==> config.mk <==
export PLATFORM = sky130hd
export DESIGN_NAME = magic_length_frame_deframer_unit
export DESIGN_NICKNAME = d
export VERILOG_FILES = /design/src/rtl/core/mlfd_pkg.sv /design/src/rtl/core/magic_length_frame_deframer_unit.sv
export SDC_FILE = /design/constraint.sdc
export NUM_CORES = 1
export LEC_CHECK = 0
export BUFFER_PORTS_ARGS = -buffer_cell sky130_fd_sc_hd__clkbuf_2
export CORE_MARGIN = 4
export CORE_UTILIZATION = 52
export CTS_CLUSTER_SIZE = 8
export DETAILED_ROUTE_END_ITERATION = 10
export HOLD_SLACK_MARGIN = 0.05
export PLACE_DENSITY_LB_ADDON = 0.3
export SETUP_SLACK_MARGIN = 0.05
export SLEW_MARGIN = 20
export SYNTH_ARGS = -nofsm -noshare
export SYNTH_HDL_FRONTEND = slang
export SYNTH_SLANG_ARGS = --single-unit
==> constraint.sdc <==
create_clock -name clk -period 6.5 [get_ports clk]
set_clock_uncertainty 0.2 [all_clocks]
set_input_delay 0 -clock clk [delete_from_list [all_inputs] [get_ports clk]]
set_output_delay 0 -clock clk [all_outputs]
set_load 0.005 [all_outputs]
==> src/rtl/core/mlfd_pkg.sv <==
// ----------------------------------------------------------------------------
// mlfd_pkg
// Shared types and constants for the magic/length frame deframer.
// ----------------------------------------------------------------------------
package mlfd_pkg;

  // Field widths
  localparam int unsigned ByteW   = 8;
  localparam int unsigned WordW   = 32;
  localparam int unsigned SizeW   = 33;
  localparam int unsigned StatusW = 2;
  localparam int unsigned ShiftW  = 24;
  localparam int unsigned CountW  = 2;

  // Index of the last byte of a 4-byte word
  localparam logic [CountW-1:0] WordLastIdx = 2'd3;

  // Header word plus length word
  localparam logic [SizeW-1:0] FrameOverhead = 33'd8;

  // Reset value of the magic register
  localparam logic [WordW-1:0] MagicReset = 32'h0000_0000;

  // Frame status codes
  typedef enum logic [StatusW-1:0] {
    ST_PENDING  = 2'd0,
    ST_COMPLETE = 2'd1,
    ST_INVALID  = 2'd2,
    ST_RETRY    = 2'd3
  } status_t;

  // Parser phase, one-hot
  typedef enum logic [2:0] {
    PH_HEADER  = 3'b001,
    PH_LENGTH  = 3'b010,
    PH_PAYLOAD = 3'b100
  } phase_t;

  // Input transaction
  typedef struct packed {
    logic [ByteW-1:0] data_byte;
    logic             end_of_data;
  } in_item_t;

  // Result transaction
  typedef struct packed {
    logic               payload_valid;
    logic [ByteW-1:0]   payload_byte;
    logic [StatusW-1:0] frame_status;
    logic [SizeW-1:0]   frame_bytes;
  } out_item_t;

endpackage

==> src/rtl/core/magic_length_frame_deframer_unit.sv <==
// ----------------------------------------------------------------------------
// magic_length_frame_deframer_unit
// Byte-stream deframer: magic header check, 32-bit length, payload pass-through.
// ----------------------------------------------------------------------------
// Takes one byte per cycle and returns one result per byte in the cycle after
// the byte is accepted. Each byte updates the parser state (phase, word
// gatherer, payload counter) with a combinational next-state computation and
// writes one result register, so a new byte can be accepted every cycle while
// the output side keeps taking results; the input stalls only when the result
// register is full and its receiver stalls. The magic word is written through
// the cfg_ port (always ready) and must only change while no frame is open.
module magic_length_frame_deframer_unit #(
  parameter logic [mlfd_pkg::WordW-1:0] MAGIC_RESET = mlfd_pkg::MagicReset
) (
  input  logic                       clk,
  input  logic                       rst_n,
  // input transactions
  input  logic                       in_valid,
  output logic                       in_stall,
  input  mlfd_pkg::in_item_t         in_data,
  // result transactions
  output logic                       out_valid,
  input  logic                       out_stall,
  output mlfd_pkg::out_item_t        out_data,
  // configuration write
  input  logic                       cfg_valid,
  output logic                       cfg_ready,
  input  logic [mlfd_pkg::WordW-1:0] cfg_data
);

  mlfd_pkg::phase_t                  phase_r, phase_nxt;
  logic [mlfd_pkg::CountW-1:0]       count_r, count_nxt;
  logic [mlfd_pkg::ShiftW-1:0]       shift_r, shift_nxt;
  logic [mlfd_pkg::WordW-1:0]        remain_r, remain_nxt;
  logic [mlfd_pkg::WordW-1:0]        length_r, length_nxt;
  logic [mlfd_pkg::WordW-1:0]        magic_r;
  logic                              out_valid_r;
  mlfd_pkg::out_item_t               out_data_r, result_nxt;
  logic                              in_accept;
  logic [mlfd_pkg::WordW-1:0]        word;
  logic [mlfd_pkg::WordW-1:0]        remain_dec;

  // Accept a byte when the result register is free or draining
  assign in_stall  = out_valid_r & out_stall;
  assign in_accept = in_valid & ~in_stall;
  assign cfg_ready = 1'b1;
  assign out_valid = out_valid_r;
  assign out_data  = out_data_r;

  assign word       = {shift_r, in_data.data_byte};
  assign remain_dec = remain_r - {{(mlfd_pkg::WordW-1){1'b0}}, (remain_r != '0)};

  // Next parser state and result for the byte on the input
  always_comb begin
    phase_nxt  = phase_r;
    count_nxt  = count_r;
    shift_nxt  = shift_r;
    remain_nxt = remain_r;
    length_nxt = length_r;
    result_nxt = '{payload_valid: 1'b0, payload_byte: '0,
                   frame_status: mlfd_pkg::ST_PENDING, frame_bytes: '0};
    unique case (phase_r)
      mlfd_pkg::PH_PAYLOAD: begin
        result_nxt.payload_valid = 1'b1;
        result_nxt.payload_byte  = in_data.data_byte;
        remain_nxt               = remain_dec;
        if (remain_dec == '0) begin
          result_nxt.frame_status = mlfd_pkg::ST_COMPLETE;
          result_nxt.frame_bytes  = {1'b0, length_r} + mlfd_pkg::FrameOverhead;
          phase_nxt  = mlfd_pkg::PH_HEADER;
          length_nxt = '0;
        end else if (in_data.end_of_data) begin
          result_nxt.frame_status = mlfd_pkg::ST_RETRY;
          phase_nxt  = mlfd_pkg::PH_HEADER;
          remain_nxt = '0;
          length_nxt = '0;
        end
      end
      default: begin
        // Header and length phases gather a big-endian word
        if (count_r != mlfd_pkg::WordLastIdx) begin
          shift_nxt = {shift_r[mlfd_pkg::ShiftW-mlfd_pkg::ByteW-1:0], in_data.data_byte};
          count_nxt = count_r + 1'b1;
          if (in_data.end_of_data) begin
            result_nxt.frame_status = mlfd_pkg::ST_RETRY;
            phase_nxt = mlfd_pkg::PH_HEADER;
            count_nxt = '0;
            shift_nxt = '0;
          end
        end else begin
          count_nxt = '0;
          shift_nxt = '0;
          if (phase_r != mlfd_pkg::PH_LENGTH) begin
            if (word != magic_r) begin
              result_nxt.frame_status = mlfd_pkg::ST_INVALID;
              phase_nxt = mlfd_pkg::PH_HEADER;
            end else if (in_data.end_of_data) begin
              result_nxt.frame_status = mlfd_pkg::ST_RETRY;
              phase_nxt = mlfd_pkg::PH_HEADER;
            end else begin
              phase_nxt = mlfd_pkg::PH_LENGTH;
            end
          end else begin
            if (word == '0) begin
              result_nxt.frame_status = mlfd_pkg::ST_COMPLETE;
              result_nxt.frame_bytes  = mlfd_pkg::FrameOverhead;
              phase_nxt = mlfd_pkg::PH_HEADER;
            end else if (in_data.end_of_data) begin
              result_nxt.frame_status = mlfd_pkg::ST_RETRY;
              phase_nxt = mlfd_pkg::PH_HEADER;
            end else begin
              phase_nxt  = mlfd_pkg::PH_PAYLOAD;
              remain_nxt = word;
              length_nxt = word;
            end
          end
        end
      end
    endcase
  end

  // Advance parser state on each accepted byte
  always_ff @(posedge clk) begin
    if (!rst_n) begin
      phase_r  <= mlfd_pkg::PH_HEADER;
      count_r  <= '0;
      shift_r  <= '0;
      remain_r <= '0;
      length_r <= '0;
    end else if (in_accept) begin
      phase_r  <= phase_nxt;
      count_r  <= count_nxt;
      shift_r  <= shift_nxt;
      remain_r <= remain_nxt;
      length_r <= length_nxt;
    end
  end

  // Hold the magic word
  always_ff @(posedge clk) begin
    if (!rst_n) begin
      magic_r <= MAGIC_RESET;
    end else if (cfg_valid && cfg_ready) begin
      magic_r <= cfg_data;
    end
  end

  // Result register: load on accept, drop when taken
  always_ff @(posedge clk) begin
    if (!rst_n) begin
      out_valid_r <= 1'b0;
    end else if (in_accept) begin
      out_valid_r <= 1'b1;
    end else if (!out_stall) begin
      out_valid_r <= 1'b0;
    end
  end

  always_ff @(posedge clk) begin
    if (in_accept) begin
      out_data_r <= result_nxt;
    end
  end

endmodule

==> flow_summary.ini <==
[route]
firstDrtPassIters = 6
drc_errors = 0
routed_wl_mm = 24.88
vias_per_cell = 6.024
ant_nets = 0
wl_per_cell_um = 19.63
vias = 7632
drt_iter0_drc = 941

[yosys]
synth_top_family_by_area = simple AND/OR/NAND/NOR gates
synth_area_um2 = 8441
yosys_register_bits = 170
muxShareOfSynthArea = 0.03913
synth_common_cells = nor2_1 (127), dfxtp_1 (126), nand2_1 (87), clkbuf_1 (50), nand4_1 (46)
synth.most_common_cell = nor2_1
synth_xor_area_frac = 0.06849
syn_area_per_cell_um2 = 9.027
synthArstFlopShare = 0
ys_top_cells_by_area = dfxtp_1 (30%), edfxtp_1 (16%), nor2_1 (5.6%)
netlist.area_leader.share = 0.2988
synth_top_area_cell = dfxtp_1
ys_seq_area_frac = 0.4554
dominantRegCellSynth = dfxtp_1
synth_enable_flop_cells = 44
syn_nets = 985
synthAdderAreaFrac = 0.005929
syn_inst = 935
yosys_warnings = 0
synth-simple-area-share = 0.2524
synth.distinct_cells = 73
synth_compound_area_frac = 0.1352

[hold_path]
hp-class = in -> reg
hold_depth = 4
min-delay-start = cfg_data[29]

[cells_and_area]
n_antenna_cell = 0
area_delta_synth_final_pct = 19.54
fill_cells = 1332
fin_nets = 1088
drive_gt1_frac = 0.1522
fin_util = 0.6352
multiInputGateArea_um2 = 4249
seqCellArea_um2 = 3844

[cts]
cts_root_buf = clkbuf_16
cts.htree.levels = 4
cts_made_buffers = 17
cts_tree = built
clk_latency_ns = 0.43
cts-resized-gates = 0
cts_sinks = 170
clk_pin_slew_ns = 0.07
cts.path.max_buffers = 2

[sta]
relSlewSlack = 0.3136
finalHoldViolations = 0
period_minus_slack_ns = 5.543
fin_crit_sh = 0.8527
rsz0062_at_grt = no
hold_slack_ns = 0.1451
setup_slack_ns = 0.9575
tns_ns = 0
drv_slew = 0
tightest_slew_ns = 1.030
setup_viol = 0
maxClockFrequency_mhz = 180.4

[power]
total_leakage_power_nw = 3.907
powerDensity_nw_per_um2 = 236.6
combPwrFrac = 0.063
netSwitchingFraction = 0.2275
pwr-share-seq = 0.474
peakVddDrop_uv = 191.5
internal_power_mw = 1.844
p_switching_uw = 543.0
clockPowerShare = 0.463

[floorplan]
fp.dieW_um = 135.4
initial_core_util = 0.5313
ioPinCount = 93
die-area_um2 = 18330
rows = 46
die_h_um = 135.4
core_um2 = 15890

[critical_path]
cp-end-kind = flop
cp.arrival_ns = 5.71
startpoint = remain_r[8]
worst-path-max-fanout = 15
cp.required_ns = 6.67
r2r_cells = 15
rr_startpoint = remain_r[8]
crit_path_start_kind = flop
path_class = reg -> reg

[placed_design]
hpwl_mm = 17.09
gp_congestion = 0.9415
place.port_buffers = 91
dp_slack_ns = 1.194

[global_route]
grt_overflow_total = 0
grt.total_usage = 0.2774
grt_pass1_wl_mm = 39.65
antenna_found_initial = 0
grt_max_degree = 49
grt_pass1_vias = 7171

[outcome]
status = complete, no violations

[job]
maxCapViolations = 0
==> area by class of cell <==
type | instances | share of cell area
Clock buffer | 18 | 0.04353
Sequential cell | 170 | 0.3810
Tap cell | 216 | 0.02679
Clock inverter | 14 | 0.02046
Inverter | 14 | 0.005208
Timing Repair Buffer | 152 | 0.1019
Multi-Input combinational cell | 683 | 0.4211
==> cells by family after synthesis <==
| group | Yosys count |
|---|---|
| other | 1 |
| multiplexers | 33 |
| AO/OA/AOI/OAI | 157 |
| XOR/XNOR | 66 |
| buffers and inverters | 82 |
| AND/OR/NAND/NOR | 422 |
| flip-flops | 170 |
| adder cells (fa/ha/maj) | 4 |
==> per-layer routing <==
layer,global-route usage,up-vias,routed length [um]
met3,0.06241,47,2147
met2,0.4411,382,11460
li1,-,3634,-
met4,0.1008,0,681
met1,0.3725,3569,10590
met5,0,-,0
==> through the flow <==
stage / instance area, um^2 / power [mW] / instances
3_3_place_gp: 8984 / 1.279 / 1189
4_1_cts: 10090 / 2.393 / 1267
2_1_floorplan: 8441 / 1.224 / 935
3_5_place_dp: 8984 / 1.282 / 1189
5_1_grt: 10090 / 2.461 / 1267
6_report: 10090 / 2.387 / 1267
==> what timing repair did <==
item                                   4_1_cts  5_1_grt
setup buffers                                0        0
hold buffers                                46        0
endpoints found under the hold margin       88        0
==> power groups by stage <==
stage               logic, mW  registers, mW  clock network (mW)
finish                  0.151           1.13                1.11
global route            0.165           1.13                1.16
CTS                     0.149           1.13                1.11
detailed placement      0.128           1.15                   0
global placement        0.126           1.15                   0
floorplan              0.0741           1.15                   0
==> path summary, 6_finish.rpt <==
path | end | slack, ns
max reg2reg | remain_r[4] | 0.96
min reg2reg | length_r[2] | 0.26
max | remain_r[4] | 0.96
min | magic_r[29] | 0.15
==> registers in the layout (all words and copies together) (netlist names) <==
signal,cells
count_r,2
length_r,32
magic_r,32
out_data,44
out_valid,1
phase_r,3
remain_r,32
shift_r,24
==> critical path: stages, from the launching register on <==
cell           delay, ns
dfxtp_1             0.52
nor4_1              0.17
nand3_1             0.16
or2_2               0.17
or3_1               0.11
ha_1                0.18
or4b_1              0.63
or4_1               0.63
nor4_2              0.42
xor2_1              0.17
or4b_1              0.61
o21ai_4             0.42
buf_4               0.30
nand4_1             0.11
nand3_1             0.11
dlygate4sd3_1       0.55
==> cells in the final DEF, fill, tap and decap left out, types with 5 or more instances in the layout <==
cell type and instances:
a21oi_1 16, a22oi_1 29, a32o_1 11, a32oi_1 9, and2_1 10, and3_1 15
buf_4 15, clkbuf_16 17, clkbuf_2 91, dfxtp_1 126, dlygate4sd3_1 46, edfxtp_1 44
inv_1 12, mux2i_1 33, nand2_1 87, nand2b_1 6, nand3_1 33, nand4_1 46
nor2_1 127, nor3_1 18, nor4_1 26, o21ai_0 36, o311ai_1 5, o31ai_1 5
or2_2 5, or3_1 8, or4_1 12, xnor2_1 45, xor2_1 21
No activity file was read; power rests on OpenSTA's default activity.
